`config.mk`:
```
export PLATFORM = sky130hd
export DESIGN_NAME = text_encoding_sniffer
export DESIGN_NICKNAME = d
export VERILOG_FILES = /design/src/sv/tes_pkg.sv /design/src/sv/tes_utf16_lane.sv /design/src/sv/tes_scan.sv /design/src/sv/text_encoding_sniffer.sv
export VERILOG_INCLUDE_DIRS = /design/src /design/src/sv
export SDC_FILE = /design/constraint.sdc
export NUM_CORES = 1
export LEC_CHECK = 0
export ABC_CLOCK_PERIOD_IN_PS = 2720
export BUFFER_PORTS_ARGS = -buffer_cell sky130_fd_sc_hd__buf_2
export CELL_PAD_IN_SITES_DETAIL_PLACEMENT = 0
export CELL_PAD_IN_SITES_GLOBAL_PLACEMENT = 1
export CORE_MARGIN = 5
export CORE_UTILIZATION = 49
export DETAILED_ROUTE_END_ITERATION = 8
export PLACE_DENSITY_LB_ADDON = 0.1
export SETUP_SLACK_MARGIN = 0.5
export SLEW_MARGIN = 20
export SYNTH_ARGS = -nofsm -noshare
export SYNTH_HDL_FRONTEND = slang
export SYNTH_HIERARCHICAL = 1
export SYNTH_SLANG_ARGS = --single-unit
```
`constraint.sdc`:
```
create_clock -name clk -period 2.72 [get_ports clk]
set_input_delay 0.544 -clock clk [delete_from_list [all_inputs] [get_ports clk]]
set_output_delay 0.544 -clock clk [all_outputs]
set_load 0.02 [all_outputs]
```
`src/sv/assert_macros.svh`:
```
// Assertion helpers shared by the RTL.
`ifndef ASSERT_MACROS_SVH
`define ASSERT_MACROS_SVH

// Clocked check, off while reset is asserted.
`define TES_ASSERT(label, prop) \
	label: assert property (@(posedge clk) disable iff (!arst_n) prop) \
		else $error("text_encoding_sniffer check failed");

// Clocked implication check, off while reset is asserted.
`define TES_ASSERT_IMP(label, ante, cons) \
	label: assert property (@(posedge clk) disable iff (!arst_n) (ante) |-> (cons)) \
		else $error("text_encoding_sniffer implication failed");

`endif

```
`src/sv/tes_pkg.sv`:
```
package tes_pkg;

	localparam logic [1:0] BOM_NONE  = 2'd0;
	localparam logic [1:0] BOM_UTF8  = 2'd1;
	localparam logic [1:0] BOM_LE    = 2'd2;
	localparam logic [1:0] BOM_BE    = 2'd3;

	localparam logic [15:0] HIGH_SUR_LO = 16'hD800;
	localparam logic [15:0] HIGH_SUR_HI = 16'hDBFF;
	localparam logic [15:0] LOW_SUR_LO  = 16'hDC00;
	localparam logic [15:0] LOW_SUR_HI  = 16'hDFFF;
	localparam logic [15:0] NON_CHAR    = 16'hFFFF;

	localparam logic [7:0] CONT_MASK  = 8'hC0;
	localparam logic [7:0] CONT_BITS  = 8'h80;

	localparam logic [7:0] BOM8_B0 = 8'hEF;
	localparam logic [7:0] BOM8_B1 = 8'hBB;
	localparam logic [7:0] BOM8_B2 = 8'hBF;
	localparam logic [7:0] BYTE_FF = 8'hFF;
	localparam logic [7:0] BYTE_FE = 8'hFE;

	typedef struct packed {
		logic [1:0] bom_kind;
		logic       may_be_utf16_be;
		logic       may_be_utf16_le;
		logic       may_be_utf8;
		logic       may_be_dbcs;
	} verdict_t;

endpackage

```
`src/sv/tes_utf16_lane.sv`:
```
module tes_utf16_lane (
	input  logic        clk,
	input  logic        arst_n,
	input  logic        step,
	input  logic        clear,
	input  logic        unit_en,
	input  logic [15:0] unit,
	input  logic        bad_pair,
	output logic        pass
);
	import tes_pkg::*;

	logic need_q;
	logic ok_q;
	logic need_n;
	logic ok_n;
	logic high_sur;
	logic low_sur;

	assign high_sur = (unit >= HIGH_SUR_LO) && (unit <= HIGH_SUR_HI);
	assign low_sur  = (unit >= LOW_SUR_LO) && (unit <= LOW_SUR_HI);

	always_comb begin
		need_n = need_q;
		ok_n   = ok_q;
		if (unit_en) begin
			if (bad_pair || unit == NON_CHAR)
				ok_n = 1'b0;
			if (need_q) begin
				if (low_sur)
					need_n = 1'b0;
				else
					ok_n = 1'b0;
			end else if (high_sur) begin
				need_n = 1'b1;
			end else if (low_sur) begin
				ok_n = 1'b0;
			end
		end
	end

	// a lane only passes on a whole number of units; the caller gates that
	assign pass = ok_n & ~need_n;

	always_ff @(posedge clk or negedge arst_n) begin
		if (!arst_n) begin
			need_q <= 1'b0;
			ok_q   <= 1'b1;
		end else if (step) begin
			if (clear) begin
				need_q <= 1'b0;
				ok_q   <= 1'b1;
			end else begin
				need_q <= need_n;
				ok_q   <= ok_n;
			end
		end
	end

endmodule

```
`src/sv/tes_scan.sv`:
```
module tes_scan (
	input  logic              clk,
	input  logic              arst_n,
	input  logic              step,
	input  logic              last,
	input  logic [7:0]        data,
	output tes_pkg::verdict_t verdict
);
	import tes_pkg::*;

	logic       dbcs_need_q, dbcs_ok_q;
	logic       dbcs_need_n, dbcs_ok_n;
	logic [2:0] utf8_pend_q, utf8_pend_n;
	logic       utf8_ok_q, utf8_ok_n;
	logic [7:0] held_q;
	logic       odd_q;
	logic [1:0] head_cnt_q, head_cnt_n;
	logic [2:0] head_flags_q, head_flags_n;
	logic       le_pass, be_pass;
	logic [1:0] kind;

	// double-byte: a byte of 0x80 or above opens a pair
	always_comb begin
		dbcs_ok_n   = dbcs_ok_q & (data != 8'd0);
		dbcs_need_n = dbcs_need_q ? 1'b0 : data[7];
	end

	always_comb begin
		utf8_ok_n   = utf8_ok_q;
		utf8_pend_n = utf8_pend_q;
		if (utf8_pend_q != 3'd0) begin
			if ((data & CONT_MASK) != CONT_BITS)
				utf8_ok_n = 1'b0;
			utf8_pend_n = utf8_pend_q - 3'd1;
		end else if (data == 8'd0) begin
			utf8_ok_n = 1'b0;
		end else if (data inside {[8'hC0:8'hDF]}) begin
			utf8_pend_n = 3'd1;
		end else if (data inside {[8'hE0:8'hEF]}) begin
			utf8_pend_n = 3'd2;
		end else if (data inside {[8'hF0:8'hF7]}) begin
			utf8_pend_n = 3'd3;
		end else if (data inside {[8'hF8:8'hFB]}) begin
			utf8_pend_n = 3'd4;
		end else if (data inside {[8'hFC:8'hFD]}) begin
			utf8_pend_n = 3'd5;
		end
	end

	// UTF-16 units complete on the odd byte
	tes_utf16_lane u_le (
		.clk      (clk),
		.arst_n   (arst_n),
		.step     (step),
		.clear    (last),
		.unit_en  (odd_q),
		.unit     ({data, held_q}),
		.bad_pair (held_q[7] && data == 8'd0),
		.pass     (le_pass)
	);

	tes_utf16_lane u_be (
		.clk      (clk),
		.arst_n   (arst_n),
		.step     (step),
		.clear    (last),
		.unit_en  (odd_q),
		.unit     ({held_q, data}),
		.bad_pair (data[7] && held_q == 8'd0),
		.pass     (be_pass)
	);

	// bit 0 UTF-8 mark, bit 1 LE mark, bit 2 BE mark
	always_comb begin
		head_flags_n = head_flags_q;
		case (head_cnt_q)
			2'd0: begin
				if (data != BOM8_B0) head_flags_n[0] = 1'b0;
				if (data != BYTE_FF) head_flags_n[1] = 1'b0;
				if (data != BYTE_FE) head_flags_n[2] = 1'b0;
			end
			2'd1: begin
				if (data != BOM8_B1) head_flags_n[0] = 1'b0;
				if (data != BYTE_FE) head_flags_n[1] = 1'b0;
				if (data != BYTE_FF) head_flags_n[2] = 1'b0;
			end
			2'd2: begin
				if (data != BOM8_B2) head_flags_n[0] = 1'b0;
			end
			default: ;
		endcase
		head_cnt_n = (head_cnt_q == 2'd3) ? head_cnt_q : head_cnt_q + 2'd1;
	end

	always_comb begin
		kind = BOM_NONE;
		if (head_cnt_n == 2'd3 && head_flags_n[0])
			kind = BOM_UTF8;
		else if (head_cnt_n >= 2'd2 && head_flags_n[1])
			kind = BOM_LE;
		else if (head_cnt_n >= 2'd2 && head_flags_n[2])
			kind = BOM_BE;
	end

	always_comb begin
		verdict.may_be_dbcs     = dbcs_ok_n & ~dbcs_need_n;
		verdict.may_be_utf8     = utf8_ok_n & (utf8_pend_n == 3'd0);
		verdict.may_be_utf16_le = le_pass & odd_q;
		verdict.may_be_utf16_be = be_pass & odd_q;
		verdict.bom_kind        = kind;
	end

	always_ff @(posedge clk or negedge arst_n) begin
		if (!arst_n) begin
			dbcs_need_q  <= 1'b0;
			dbcs_ok_q    <= 1'b1;
			utf8_pend_q  <= 3'd0;
			utf8_ok_q    <= 1'b1;
			held_q       <= 8'd0;
			odd_q        <= 1'b0;
			head_cnt_q   <= 2'd0;
			head_flags_q <= 3'b111;
		end else if (step) begin
			if (last) begin
				// drop back to the start-of-buffer state
				dbcs_need_q  <= 1'b0;
				dbcs_ok_q    <= 1'b1;
				utf8_pend_q  <= 3'd0;
				utf8_ok_q    <= 1'b1;
				held_q       <= 8'd0;
				odd_q        <= 1'b0;
				head_cnt_q   <= 2'd0;
				head_flags_q <= 3'b111;
			end else begin
				dbcs_need_q  <= dbcs_need_n;
				dbcs_ok_q    <= dbcs_ok_n;
				utf8_pend_q  <= utf8_pend_n;
				utf8_ok_q    <= utf8_ok_n;
				if (!odd_q)
					held_q <= data;
				odd_q        <= ~odd_q;
				head_cnt_q   <= head_cnt_n;
				head_flags_q <= head_flags_n;
			end
		end
	end

endmodule

```
`src/sv/text_encoding_sniffer.sv`:
```
// Pipeline: two register stages; the final byte of a buffer is held in the input stage, and its
// verdict is registered into the result register once that register has room.
// Throughput: one byte per cycle; the scan state is updated once per byte in one stage.
// The input stage stalls only when a verdict is waiting behind an unread result.
// Reset (arst_n low, asynchronous) empties both stages and restarts the buffer scan;
// the scan also returns to its start state after every final byte.
module text_encoding_sniffer (
	input  logic       clk,
	input  logic       arst_n,
	input  logic       s_tvalid,
	output logic       s_tready,
	input  logic [7:0] s_tdata,   // [7:0] data_byte
	input  logic       s_tlast,   // last_byte
	output logic       m_tvalid,
	input  logic       m_tready,
	output logic [7:0] m_tdata    // [0] may_be_dbcs, [1] may_be_utf8, [2] may_be_utf16_le,
	                              // [3] may_be_utf16_be, [5:4] bom_kind, [7:6] zero
);
	import tes_pkg::*;

	logic       valid_s1;
	logic       last_s1;
	logic [7:0] data_s1;
	logic       out_free;
	logic       adv_s1;
	logic       step;
	verdict_t   verdict;
	verdict_t   result_q;

	assign out_free = ~m_tvalid | m_tready;
	// only a final byte needs room in the result register
	assign adv_s1   = ~last_s1 | out_free;
	assign s_tready = ~valid_s1 | adv_s1;
	assign step     = valid_s1 & adv_s1;

	always_ff @(posedge clk or negedge arst_n) begin
		if (!arst_n)
			valid_s1 <= 1'b0;
		else if (s_tready)
			valid_s1 <= s_tvalid;
	end

	always_ff @(posedge clk) begin
		if (s_tready && s_tvalid) begin
			data_s1 <= s_tdata;
			last_s1 <= s_tlast;
		end
	end

	tes_scan u_scan (
		.clk     (clk),
		.arst_n  (arst_n),
		.step    (step),
		.last    (last_s1),
		.data    (data_s1),
		.verdict (verdict)
	);

	always_ff @(posedge clk or negedge arst_n) begin
		if (!arst_n)
			m_tvalid <= 1'b0;
		else if (step && last_s1)
			m_tvalid <= 1'b1;
		else if (m_tready)
			m_tvalid <= 1'b0;
	end

	always_ff @(posedge clk) begin
		if (step && last_s1)
			result_q <= verdict;
	end

	assign m_tdata = {2'b00, result_q};

`include "assert_macros.svh"

	`TES_ASSERT_IMP(a_out_from_final, $rose(m_tvalid), $past(valid_s1 && last_s1))
	`TES_ASSERT_IMP(a_stall_cause, !s_tready, valid_s1 && last_s1 && m_tvalid && !m_tready)
	`TES_ASSERT_IMP(a_no_overwrite, m_tvalid && !m_tready && valid_s1 && last_s1, !step)

endmodule

```
==> metrics.csv, run 1 <==
metric,value,unit
h-tree-depth,2,
fin_util,56.4,%
yosys_register_bits,41,
grt_pass1_wl,8660,um
fp.dieArea,6050,um2
cp_num_buf_inv,0,
dp.cells,292,
ir_drop,0.375,mV
insertion_delay,0.29,ns
crit_family,simple AND/OR/NAND/NOR gates,
path_depth,6,
seqPwrFrac,49.4,%
synthFlopType,dfrtp_1,
synthCells,226,
antenna_found_initial,0,
synth_area_leaders,"dfrtp_1, edfxtp_1, dfstp_2, o22ai_1, a22oi_1",
endpoint_kind,flop,
grt_usage,17.8,%
r2r_start,data_s1[2]$_DFFE_PP_,
rr_worst_depth,6,
worstPathArrival,2.14,ns
dp_hpwl,3400,um
drc,0,
syn_area,2250,um2
syn_avg_cell_area,9.97,um2
cts_root_buf,clkbuf_8,
cts_setup_buffers,0,
n_fill_cell,408,
setup_tns,0,ns
hold_violations,0,
die_x,77.8,um
yosysMostFrequentCell,nand2_1,
maxSlewViolCount,0,
internal-power,1.15,mW
drt-pass1-iter-count,4,
cts_hold_buf,0,
routabilityCongestion,0.832,
crit_chain,nor4_2 > nand2_1 > nor2_1 > o41a_1 > o22ai_1 > and2_1,
critPathMaxStageDelay,0.56,ns
ys_warn_count,6,
drtIter0Drc,126,
min_period_over_period,76.6,%
r2r_slack,0.64,ns
antenna_cells,0,
tightest_slew,0.723,ns
grt_pass1_vias,1852,
switchingPower,0.621,mW
fmax,480,MHz
cts_buffers,5,
swShare,35.0,%
area_growth,10.6,%
ios,23,
crit_path_end,m_tdata[2]$_DFFE_PP_,
clockBufferDepth,2,
core_area,4410,um2
cp_max_fo,11,
synth_edf_count,15,
synthTopCellsByCount,"nand2_1, dfrtp_1, o22ai_1",
synth_cell_types,48,
rsz0062_at_grt,yes,
wirelength,5120,um
yosysSeqAreaShare,49.3,%
cp.required,2.78,ns
min_period,2.08,ns
p_leak,1.00,nW
final_nets,262,
num_rows,24,
criticalPathCategory,reg2reg,
grt.overflow.total,0,
port_buffers,20,
setup_viol,0,
hold_class,in2async,
initial_core_util,51.0,%
holdWs,0.268,ns
startpoint,data_s1[2]$_DFFE_PP_,
slowest_stage,edfxtp_1,
grt_max_degree,33,
instances_no_fill,300,
status,finished clean,
finClkSkew,0.00758,ns
wl_per_cell,17.1,um
path_clk_slew,0.09,ns
vias,1849,
yosys.area.top_type,dfrtp_1,
relSlewSlack,51.7,%
start_kind,flop,
die_y,77.8,um
synthArstFlopShare,63.4,%
combPwrFrac,27.8,%
ant_nets,0,
synth_top_area_share,21.1,%
rr_endpoint,m_tdata[2]$_DFFE_PP_,
cts_tree,done,
max_cap_violations,0,
viasPerCell,6.16,
pwr-share-clk,22.8,%
clock_sinks,41,
power-per-cell-area,711,nW/um2
drive_above_1_share,21.8,%
per-layer routing:
| layer | wire, um | track usage, % |
|---|---|---|
| met3 | 225 | 4.86 |
| met2 | 2440 | 27.9 |
| met1 | 2420 | 24.2 |
| met5 | 0 | 0 |
| met4 | 30 | 5.33 |
cells in the final DEF (no fill, tap or decap), types with 3 or more instances in the layout:
master,synthesis,routed
nand2b_1,8,8
nor4_2,4,4
a22oi_1,10,10
edfxtp_1,15,15
nand2_1,20,20
nand4_1,8,8
dfrtp_1,19,19
o31ai_1,3,3
o22ai_1,16,16
and2_1,4,4
dfstp_2,7,7
nor2_1,14,14
o21ai_0,9,9
nor3b_1,4,4
a21oi_1,9,9
nor2b_1,3,3
inv_1,15,15
nand3_1,8,8
clkbuf_8,0,5
buf_4,2,3
xor2_1,3,3
and3_1,4,4
buf_2,0,20
layout make-up:
class / count / area, um2 / share of cell area, %
Clock buffer: 5 / 68.8 / 2.76
Clock inverter: 3 / 22.5 / 0.904
Inverter: 16 / 60.1 / 2.41
Multi-Input combinational cell: 160 / 1040 / 41.8
Sequential cell: 41 / 1110 / 44.6
Tap cell: 52 / 65.1 / 2.61
Timing Repair Buffer: 23 / 123 / 4.92
worst min path at each step:
stage | slack (ns) | startpoint | cells after the start | endpoint
2_1_floorplan | 0.25 | arst_n | 0 | m_tvalid$_DFFE_PN0P_
3_3_place_gp | 0.45 | u_scan/dbcs_ok_q$_DFFE_PN1P_ | 2 | u_scan/dbcs_ok_q$_DFFE_PN1P_
3_5_place_dp | 0.46 | u_scan/dbcs_ok_q$_DFFE_PN1P_ | 2 | u_scan/dbcs_ok_q$_DFFE_PN1P_
4_1_cts | 0.28 | arst_n | 1 | u_scan/head_cnt_q[0]$_DFFE_PN0P_
5_1_grt | 0.30 | arst_n | 1 | u_scan/dbcs_need_q$_DFFE_PN0P_
6_report | 0.27 | arst_n | 1 | valid_s1$_DFFE_PN0P_
flip-flops by register name (all words and copies together), names as in the netlist, 2 cells and up:
signal / count
u_scan/held_q: 8
u_scan/head_flags_q: 3
m_tdata: 6
data_s1: 8
u_scan/head_cnt_q: 2
u_scan/utf8_pend_q: 3
power groups by stage:
stage / Clock (mW) / Combinational [mW] / Sequential, mW
final: 0.405 / 0.492 / 0.875
after global routing: 0.455 / 0.551 / 0.890
after CTS: 0.421 / 0.482 / 0.871
after detailed placement: 0 / 0.479 / 0.882
after global placement: 0 / 0.458 / 0.879
after floorplan: 0 / 0.376 / 0.853
kinds of logic (layout without fill, tap and decap cells):
group	after synthesis	count (layout)	share of synthesized area [%]
AOI/OAI and AO/OA	63	63	19.4
xor gates and xnor gates	3	3	1.17
adders and majority gates	2	2	1.11
buffers and inverters	26	47	5.00
DFF	41	41	49.3
other	1	2	0.167
and+or+nand+nor	90	90	23.9
per-stage QoR:
step | area, um2 | worst slack (ns) | total power [mW]
after global routing | 2490 | 0.489 | 1.90
after floorplan | 2260 | 0.810 | 1.23
final | 2490 | 0.635 | 1.77
after global placement | 2390 | 0.796 | 1.34
after CTS | 2490 | 0.648 | 1.77
after detailed placement | 2390 | 0.652 | 1.36
what timing repair did:
| item | in CTS | in global routing |
|---|---|---|
| setup endpoints to repair | 0 | 1 |
| hold endpoints to repair | 0 | 0 |
| gates resized for setup | 0 | 1 |
No activity file was read; power rests on OpenSTA's default activity.
==> run 2, diff against run 1 <==
--- a/config.mk
+++ b/config.mk
@@ -6,12 +6,13 @@
 export SDC_FILE = /design/constraint.sdc
 export NUM_CORES = 1
 export LEC_CHECK = 0
-export ABC_CLOCK_PERIOD_IN_PS = 2720
+export ABC_AREA = 1
+export ABC_CLOCK_PERIOD_IN_PS = 2000
 export BUFFER_PORTS_ARGS = -buffer_cell sky130_fd_sc_hd__buf_2
 export CELL_PAD_IN_SITES_DETAIL_PLACEMENT = 0
 export CELL_PAD_IN_SITES_GLOBAL_PLACEMENT = 1
 export CORE_MARGIN = 5
-export CORE_UTILIZATION = 49
+export CORE_UTILIZATION = 43
 export DETAILED_ROUTE_END_ITERATION = 8
 export PLACE_DENSITY_LB_ADDON = 0.1
 export SETUP_SLACK_MARGIN = 0.5
==> constraint.sdc (replaced) <==
create_clock -name clk -period 2 [get_ports clk]
set_input_delay 0.4 -clock clk [delete_from_list [all_inputs] [get_ports clk]]
set_output_delay 0.4 -clock clk [all_outputs]
set_load 0.02 [all_outputs]
==> metrics.csv, run 2 <==
metric,value,unit
status,finished clean,
post-place-ws,0.208,ns
finish.instance_area,3070,um2
drt-pass1-iter-count,4,
synthArstFlopShare,63.4,%
yosys_register_bits,41,
cts_root_buf,clkbuf_8,
synth_cell_types,32,
cp.required,2.06,ns
yosysMostFrequentCell,nand2_1,
path_clk_slew,0.08,ns
slowest_stage,edfxtp_1,
num_rows,27,
r2r_slack,0.41,ns
endpoint_kind,flop,
h-tree-depth,2,
finClkSkew,0.00407,ns
criticalPathCategory,reg2reg,
grt_max_degree,27,
dr_wl_met3,292,um
dp_hpwl,4030,um
syn_area,2430,um2
worstPathArrival,1.65,ns
ios,23,
synthFlopType,dfrtp_1,
grt_pass1_vias,2136,
port_buffers,20,
power.total,2.81,mW
hold_class,in2async,
die_x,85.1,um
fp.dieArea,7240,um2
cpMostUsedCell,nand2_2,
clock_sinks,41,
ir_drop,0.526,mV
hold_violations,0,
postPlaceCellArea,2630,um2
initial_core_util,44.1,%
relSlewSlack,58.4,%
path_depth,11,
ys_warn_count,6,
crit_family,simple AND/OR/NAND/NOR gates,
crit_chain,buf_6 > inv_2 > nand2_2 > nor3_2 > nand4_1 > nand2_1 > nand2_2 > nand2_2 > inv_2 > nand2_1 > inv_1,
syn_avg_cell_area,7.58,um2
max_cap_violations,0,
wl_per_cell,13.4,um
mostFrequentLayoutCell,nand2_1,
setup_slack,0.410,ns
grt_pass1_wl,9960,um
clockBufferDepth,2,
viasPerCell,4.87,
n_fill_cell,525,
power-per-cell-area,915,nW/um2
die_y,85.1,um
critPathMaxStageDelay,0.45,ns
setup_viol,0,
cp_num_buf_inv,4,
fmax,629,MHz
synthCells,320,
vias,2161,
synth_area_leaders,"dfrtp_1, edfxtp_1, nand2_1, inv_1, dfstp_2",
drc,0,
wl_met1,2770,um
grt.overflow.total,0,
cts_hold_buf,0,
area_growth,26.5,%
synth_top_area_share,19.6,%
cp_max_fo,4,
ant_nets,0,
routabilityCongestion,0.802,
dr_wl_met2,2790,um
min_period_over_period,79.5,%
cts_buffers,5,
wirelength,5960,um
antenna_found_initial,0,
setup_tns,0,ns
tightest_slew,0.624,ns
insertion_delay,0.30,ns
cts_tree,done,
min_period,1.59,ns
synth_edf_count,15,
drtIter0Drc,130,
maxSlewViolCount,0,
start_kind,flop,
drive_above_1_share,31.5,%
rsz0062_at_grt,yes,
synthTopCellsByCount,"nand2_1, inv_1, nor2_1",
topRoutingLayerUsed,met4,
final_nets,386,
rr_worst_depth,11,
yosysSeqAreaShare,45.7,%
core_area,5510,um2
antenna_cells,0,
p_leak,1.56,nW
grt_usage,17.2,%
final_cell_mix,"nand2_1, inv_1, nor2_1, buf_4",
yosys.area.top_type,dfrtp_1,
## run 2: power breakdown
part           switching, mW  internal, mW
Combinational          0.602         0.428
Clock                  0.286         0.369
Sequential             0.102          1.02
## run 2: area by class of cell
type                    count  area, um2  share of cell area, %
multi-input cells         208       1180                   38.4
flip-flops and latches     41       1110                   36.2
repair buffers             46        324                   10.6
inverters                  69        259                   8.44
well taps                  72       90.1                   2.94
clock buffers               6       72.6                   2.36
clock inverters             2       33.8                   1.10
## run 2: kinds of logic after synthesis
kind of cell | after synthesis | share of synthesized area (%)
simple gates | 175 | 34.2
buf+inv | 72 | 11.6
flops | 41 | 45.7
compound gates | 28 | 6.91
fa+ha+maj | 2 | 1.03
xor+xnor | 1 | 0.361
other cells | 1 | 0.155
## run 2: worst paths after layout
path	start	endpoint
setup / recovery	data_s1[5]$_DFFE_PP_	m_tdata[2]$_DFFE_PP_
max in group asynchronous	arst_n	u_scan/held_q[1]$_DFFE_PN0P_
min in group clk	s_tdata[2]	data_s1[2]$_DFFE_PP_
hold / removal	arst_n	u_scan/head_cnt_q[1]$_DFFE_PN0P_
hold reg to reg	u_scan/head_flags_q[0]$_DFFE_PN1P_	u_scan/head_flags_q[0]$_DFFE_PN1P_
setup reg to reg	data_s1[5]$_DFFE_PP_	m_tdata[2]$_DFFE_PP_
## run 2: through the flow
stage | instances | utilization, % | hold slack, ns
floorplan | 321 | - | 0.104
global placement | 414 | 47.8 | 0.457
detailed placement | 414 | 47.8 | 0.462
CTS | 440 | 53.0 | 0.139
global route | 444 | 55.7 | 0.166
finish | 444 | 55.7 | 0.114
## run 2: repair_timing
item	in CTS	in global routing
endpoints found under the setup margin	19	25
buffers inserted	18	4
resized for setup	13	36
pin swaps	8	19
## run 2: routing by layer
metal	vias up	track usage, %
met5	-	0
met2	52	27.7
met4	0	5.47
met1	998	22.9
met3	7	3.88
li1	1104	-
